`src/rtl/mwmg_pkg.sv`:
```
// shared types, codes and helpers for the maze wall merge generator
`timescale 1ns / 1ps

package mwmg_pkg;

  // default grid store size
  localparam int MAX_ROWS_DEF = 16;
  localparam int MAX_COLS_DEF = 16;
  localparam int CELLS_DEF    = MAX_ROWS_DEF * MAX_COLS_DEF;

  // field widths
  localparam int SIZE_W      = 7;
  localparam int CFG_W       = 5;
  localparam int CFG_INDEX_W = 1;
  localparam int LABEL_W     = 8;
  localparam int WALL_W      = 4;
  localparam int OPENED_W    = 2;

  // configuration registers
  localparam logic [CFG_INDEX_W-1:0] REG_ROWS = 1'b0;
  localparam logic [CFG_INDEX_W-1:0] REG_COLS = 1'b1;
  localparam logic [CFG_W-1:0] ROWS_RESET = 5'd10;
  localparam logic [CFG_W-1:0] COLS_RESET = 5'd10;

  // operation codes
  localparam logic [1:0] OP_INIT    = 2'd0;
  localparam logic [1:0] OP_PROPOSE = 2'd1;
  localparam logic [1:0] OP_READ    = 2'd2;

  // direction codes
  localparam logic [1:0] DIR_NORTH = 2'd0;
  localparam logic [1:0] DIR_SOUTH = 2'd1;
  localparam logic [1:0] DIR_EAST  = 2'd2;
  localparam logic [1:0] DIR_WEST  = 2'd3;

  // wall bit masks
  localparam logic [WALL_W-1:0] WALL_N   = 4'b0001;
  localparam logic [WALL_W-1:0] WALL_S   = 4'b0010;
  localparam logic [WALL_W-1:0] WALL_E   = 4'b0100;
  localparam logic [WALL_W-1:0] WALL_W_M = 4'b1000;
  localparam logic [WALL_W-1:0] WALL_ALL = 4'b1111;

  // input word
  typedef struct packed {
    logic [1:0] operation;
    logic [1:0] direction;
    logic [3:0] row;
    logic [3:0] col;
  } in_word_t;

  // result word
  typedef struct packed {
    logic                merged;
    logic                complete;
    logic [LABEL_W-1:0]  region_label;
    logic                wall_north;
    logic                wall_south;
    logic                wall_east;
    logic                wall_west;
    logic [OPENED_W-1:0] opened_count;
  } out_word_t;

  // read address source
  typedef enum logic [1:0] {
    RD_CELL,
    RD_NBR,
    RD_SWEEP
  } rd_sel_t;

  // kind of pass over the label store
  typedef enum logic [1:0] {
    SW_INIT,
    SW_MERGE,
    SW_CHECK
  } sweep_mode_t;

  // commands from controller to datapath
  typedef struct packed {
    logic        take_item;
    logic        rd_en;
    rd_sel_t     rd_sel;
    logic        own_latch;
    logic        nbr_latch;
    logic        own_update;
    logic        nbr_update;
    logic        sweep_start;
    sweep_mode_t sweep_mode;
    logic        sweep_run;
    logic        load_result;
  } dp_cmd_t;

  // status from datapath to controller
  typedef struct packed {
    logic legal;
    logic sweep_last;
    logic out_free;
  } dp_stat_t;

  // clamp a size register into 2..maxv
  function automatic logic [SIZE_W-1:0] clamp_size(input logic [CFG_W-1:0] v,
                                                   input int maxv);
    logic [SIZE_W-1:0] res;
    if (int'(v) < 2) begin
      res = SIZE_W'(2);
    end else if (int'(v) > maxv) begin
      res = SIZE_W'(maxv);
    end else begin
      res = SIZE_W'(v);
    end
    return res;
  endfunction

  // wall of the originating cell for a direction
  function automatic logic [WALL_W-1:0] own_wall(input logic [1:0] dir);
    logic [WALL_W-1:0] res;
    unique case (dir)
      DIR_NORTH: res = WALL_N;
      DIR_SOUTH: res = WALL_S;
      DIR_EAST:  res = WALL_E;
      DIR_WEST:  res = WALL_W_M;
    endcase
    return res;
  endfunction

  // wall of the neighbor cell for a direction
  function automatic logic [WALL_W-1:0] nbr_wall(input logic [1:0] dir);
    logic [WALL_W-1:0] res;
    unique case (dir)
      DIR_NORTH: res = WALL_S;
      DIR_SOUTH: res = WALL_N;
      DIR_EAST:  res = WALL_W_M;
      DIR_WEST:  res = WALL_E;
    endcase
    return res;
  endfunction

endpackage

```
`src/rtl/mwmg_ctrl.sv`:
```
// controller state machine sequencing reads, updates and label sweeps
`timescale 1ns / 1ps

module mwmg_ctrl import mwmg_pkg::*; (
  input  logic       clk,
  input  logic       rst,
  input  logic       cmd_valid,
  output logic       cmd_ready,
  input  logic [1:0] op,
  input  dp_stat_t   stat,
  output dp_cmd_t    cmd
);

  typedef enum logic [3:0] {
    S_START,
    S_CLEAR,
    S_IDLE,
    S_OWN_RD,
    S_NBR_RD,
    S_DECIDE,
    S_WR_NBR,
    S_SWEEP,
    S_RES_RD,
    S_RES_OUT
  } state_t;

  state_t state;
  state_t state_next;

  // state register
  always_ff @(posedge clk) begin
    if (rst) begin
      state <= S_START;
    end else begin
      state <= state_next;
    end
  end

  assign cmd_ready = (state == S_IDLE);

  // next state and commands
  always_comb begin
    cmd        = '0;
    state_next = state;
    unique case (state)
      S_START: begin
        cmd.sweep_start = 1'b1;
        cmd.sweep_mode  = SW_INIT;
        state_next      = S_CLEAR;
      end
      S_CLEAR: begin
        cmd.sweep_run = 1'b1;
        cmd.rd_en     = 1'b1;
        cmd.rd_sel    = RD_SWEEP;
        if (stat.sweep_last) begin
          state_next = S_IDLE;
        end
      end
      S_IDLE: begin
        if (cmd_valid) begin
          cmd.take_item = 1'b1;
          unique case (op)
            OP_INIT: begin
              cmd.sweep_start = 1'b1;
              cmd.sweep_mode  = SW_INIT;
              state_next      = S_SWEEP;
            end
            OP_PROPOSE: begin
              state_next = S_OWN_RD;
            end
            default: begin
              cmd.sweep_start = 1'b1;
              cmd.sweep_mode  = SW_CHECK;
              state_next      = S_SWEEP;
            end
          endcase
        end
      end
      S_OWN_RD: begin
        cmd.rd_en  = 1'b1;
        cmd.rd_sel = RD_CELL;
        state_next = S_NBR_RD;
      end
      S_NBR_RD: begin
        cmd.own_latch = 1'b1;
        cmd.rd_en     = 1'b1;
        cmd.rd_sel    = RD_NBR;
        state_next    = S_DECIDE;
      end
      S_DECIDE: begin
        cmd.nbr_latch = 1'b1;
        if (stat.legal) begin
          cmd.own_update = 1'b1;
          state_next     = S_WR_NBR;
        end else begin
          cmd.sweep_start = 1'b1;
          cmd.sweep_mode  = SW_CHECK;
          state_next      = S_SWEEP;
        end
      end
      S_WR_NBR: begin
        cmd.nbr_update  = 1'b1;
        cmd.sweep_start = 1'b1;
        cmd.sweep_mode  = SW_MERGE;
        state_next      = S_SWEEP;
      end
      S_SWEEP: begin
        cmd.sweep_run = 1'b1;
        cmd.rd_en     = 1'b1;
        cmd.rd_sel    = RD_SWEEP;
        if (stat.sweep_last) begin
          state_next = S_RES_RD;
        end
      end
      S_RES_RD: begin
        cmd.rd_en  = 1'b1;
        cmd.rd_sel = RD_CELL;
        state_next = S_RES_OUT;
      end
      S_RES_OUT: begin
        if (stat.out_free) begin
          cmd.load_result = 1'b1;
          state_next      = S_IDLE;
        end
      end
      default: begin
        state_next = S_START;
      end
    endcase
  end

endmodule

```
`config.mk`:
```
export PLATFORM = sky130hd
export DESIGN_NAME = mwmg_ctrl
export DESIGN_NICKNAME = d
export VERILOG_FILES = /design/src/rtl/mwmg_pkg.sv /design/src/rtl/mwmg_ctrl.sv
export SDC_FILE = /design/constraint.sdc
export NUM_CORES = 1
export LEC_CHECK = 0
export BUFFER_PORTS_ARGS = -buffer_cell sky130_fd_sc_hd__buf_2
export CAP_MARGIN = 30
export CORE_AREA = 2 2 39 41
export DETAILED_ROUTE_END_ITERATION = 6
export DIE_AREA = 0 0 41 43
export GPL_ROUTABILITY_DRIVEN = 0
export RECOVER_POWER = 100
export SYNTH_ARGS = -nofsm -noshare
export SYNTH_HDL_FRONTEND = slang
export SYNTH_SLANG_ARGS = --single-unit
```
`constraint.sdc`:
```
create_clock -name clk -period 1.58 [get_ports clk]
set_input_delay 0.079 -clock clk [delete_from_list [all_inputs] [get_ports clk]]
set_output_delay 0.079 -clock clk [all_outputs]
set_load 0.01 [all_outputs]
```
==> flow_summary_export.csv <==
group,metric,value,unit
outcome,status,"finished clean",
yosys,synth-seq-cells,4,
sta,finalCriticalPeriod,1.45,ns
drt,drt_pass1_iterations,4,
layout,final_cells,103,
drt,wirelength,1330,um
grt,antenna_found_initial,0,
power_and_ir_drop,power,0.000658,W
sta,hold_viol_final,0,
yosys,synth_area,482,sq um
yosys,synth.area.top_cells,"dfxtp_1, inv_1, nor2_1",
clock_tree,cts_root_buf,"clkbuf_4",
drt,post_drt_wl_per_cell,12.9,um
layout,n_fill_cell,153,
die,ios,22,
power_and_ir_drop,power.density,1080,nW/um^2
layout,n_antenna_cell,0,
power_and_ir_drop,ir_drop,0.554,mV
worst_hold_path,hp-start,"rst",
critical_path,crit_path_start,"state[1]$_SDFFE_PP0P_",
worst_hold_path,hp-class,"primary input to register",
sta,fin_worst_skew,0.00634,ns
layout,top_register,"state",
yosys,synth_edf_count,0,
power_and_ir_drop,leakagePower,0.259,nW
sta,setup_violations,0,
layout,largest_registers,"state: 4 flops",
clock_tree,cts_resized,4,
yosys,synthCells,64,
grt,overflow,0,
critical_path,crit_fanout,13,
drt,drt_iter0_drc,18,
sta,relSlewSlack,76.9,%
grt,grt_pass1_wl,2100,um
sta,maxSlewViolCount,0,
place,dp_cells,100,
clock_tree,cts_buffer_depth,2,
critical_path,worstPathCellList,"nand2b_1 -> clkbuf_2 -> nor2_1 -> a32o_1 -> buf_2",
critical_path,critPathCaptureType,"output port",
place,port_buffers,21,
yosys,syn_area_per_cell,7.53,sq um
sta,worst_slew_pin_slew,0.345,ns
yosys,synth.distinct_cells,31,
clock_tree,clkTransAtPathRegs,0.04,ns
critical_path,critPathLaunchType,"register",
die,start_util,34.8,%
drt,vias,560,
layout,largest_reg_flops,4,
yosys,ys_warn_count,0,
layout,fin_nets,97,
grt,grt_max_degree,14,
drt,via_per_inst,5.44,
yosys,synth_largest_area_cell,"dfxtp_1",
clock_tree,worstSkewPairLatency,0.24,ns
place,place_area,597,sq um
critical_path,max_stage_delay,0.43,ns
grt,grt_pass1_vias,484,
yosys,post-synth-top-area-fraction,16.6,%
yosys,synth_nets,72,
clock_tree,cts_hold_buf,0,
critical_path,slowest_stage,"dfxtp_2",
layout,drive_above_1_share,33.3,%
critical_path,worstReg2RegStart,"state[1]$_SDFFE_PP0P_",
drt,drcViolationCount,0,
die,fp.dieH,43,um
critical_path,crit_type,"register to output port",
layout,stdcell_area,611,sq um
sta,tns,0,ns
clock_tree,postCtsSetupRepairBufs,0,
clock_tree,cts_max_level,1,
place,dp.final_hpwl,985,um
sta,fmax,689,MHz
grt,grt_usage,17.2,%
layout,syn_to_final_growth,26.8,%
yosys,async_flop_share,0,%
yosys,ys.flop_type,"dfxtp_1",
critical_path,worst_ep_arrival_time,1.37,ns
yosys,synth_common_cells,"inv_1, nor2_1, dfxtp_1, nor3_1",
drt,postRouteAntennaNets,0,
job,maxCapViolations,0,
yosys,synth_seq_area_share,16.6,%
die,fp-row-count,14,
die,die_w,41,um
critical_path,required,1.50,ns
sta,rsz0062_at_grt,"false",
sta,hold_ws,0.0930,ns
die,dieArea,1760,sq um
clock_tree,cts_sinks,4,
sta,fin_crit_sh,91.9,%
die,coreArea,1380,sq um
clock_tree,cts_made_buffers,3,
clock_tree,cts_tree,"yes",
## final timing paths
path                            slack, ns  cells past startpoint                     to
worst max-delay path                 0.13                      5                 cmd[3]
worst min-delay path                 0.09                      2  state[0]$_SDFFE_PP0P_
worst max register to register       0.15                      4  state[2]$_SDFFE_PP0P_
worst min register to register       0.59                      2  state[0]$_SDFFE_PP0P_
## where the power goes
group / total [W] / switching [W] / leakage [nW] / internal (W)
Sequential: 0.000183 / 0.0000566 / 0.0346 / 0.000126
Combinational: 0.000344 / 0.000192 / 0.211 / 0.000152
Clock: 0.000132 / 0.0000468 / 0.0138 / 0.0000853
Total: 0.000658 / 0.000296 / 0.259 / 0.000363
## through the flow
step,util [%],setup slack [ns]
global route,44.1,0.0181
floorplan,-,0.209
finish,44.1,0.128
detailed placement,43.1,0.0893
global placement,43.1,0.127
CTS,45.4,0.0590
## layer usage
layer  track usage (%)  wire length, um  share of wire [%]  vias to the layer above
li1                  -                -                  -                      277
met1              23.5              561                 42                      261
met2              25.9              687                 52                       22
met3              4.71               84                6.3                        0
met4              4.00                0                  0                        0
met5                 0                0                  0                        -
## layout by cell type, fill, tap and decap left out
cell / instances
or4b_1: 1
o31ai_1: 1
a32o_1: 1
o22ai_1: 2
nand4b_1: 1
nand2b_1: 3
o41ai_1: 1
nand3_1: 1
or3_1: 2
nor3_1: 3
clkbuf_1: 9
a311oi_1: 1
buf_4: 4
o21ai_4: 1
nand2b_4: 1
nor2_1: 7
nand2_1: 3
a21oi_1: 3
nor2b_1: 1
o32ai_1: 2
clkbuf_4: 3
nor3_2: 1
xor2_1: 1
dfxtp_4: 1
a21boi_0: 3
a211oi_1: 1
nor4b_2: 1
buf_2: 12
clkbuf_2: 1
and4bb_2: 1
o21ai_0: 2
a211o_1: 1
inv_1: 7
nor4_1: 1
dfxtp_2: 3
## layout make-up
type	instances	area (sq um)	area share [%]
sequential	4	87.6	14.3
clock buffer	3	22.5	3.69
tap	16	20.0	3.28
inverter	7	26.3	4.30
timing repair buffer	26	129	21.1
multi-input combinational	47	325	53.3
## worst max-delay path: cells and delay by family, from the launching register on
kind                   cells  cell delay [ns]
AND/OR/NAND/NOR            2             0.21
AO/OA/AOI/OAI              1             0.20
buffers and inverters      2             0.28
flip-flops                 1             0.43
## kinds of logic (layout without fill, tap and decap cells)
kind of cell	Yosys count	count (layout)	synth area share [%]
AOI/OAI and AO/OA	19	19	31.7
xor gates and xnor gates	1	1	1.82
buffers and inverters	13	36	15.3
DFF	4	4	16.6
and+or+nand+nor	27	27	34.5
(Power assumes the default switching activity.)
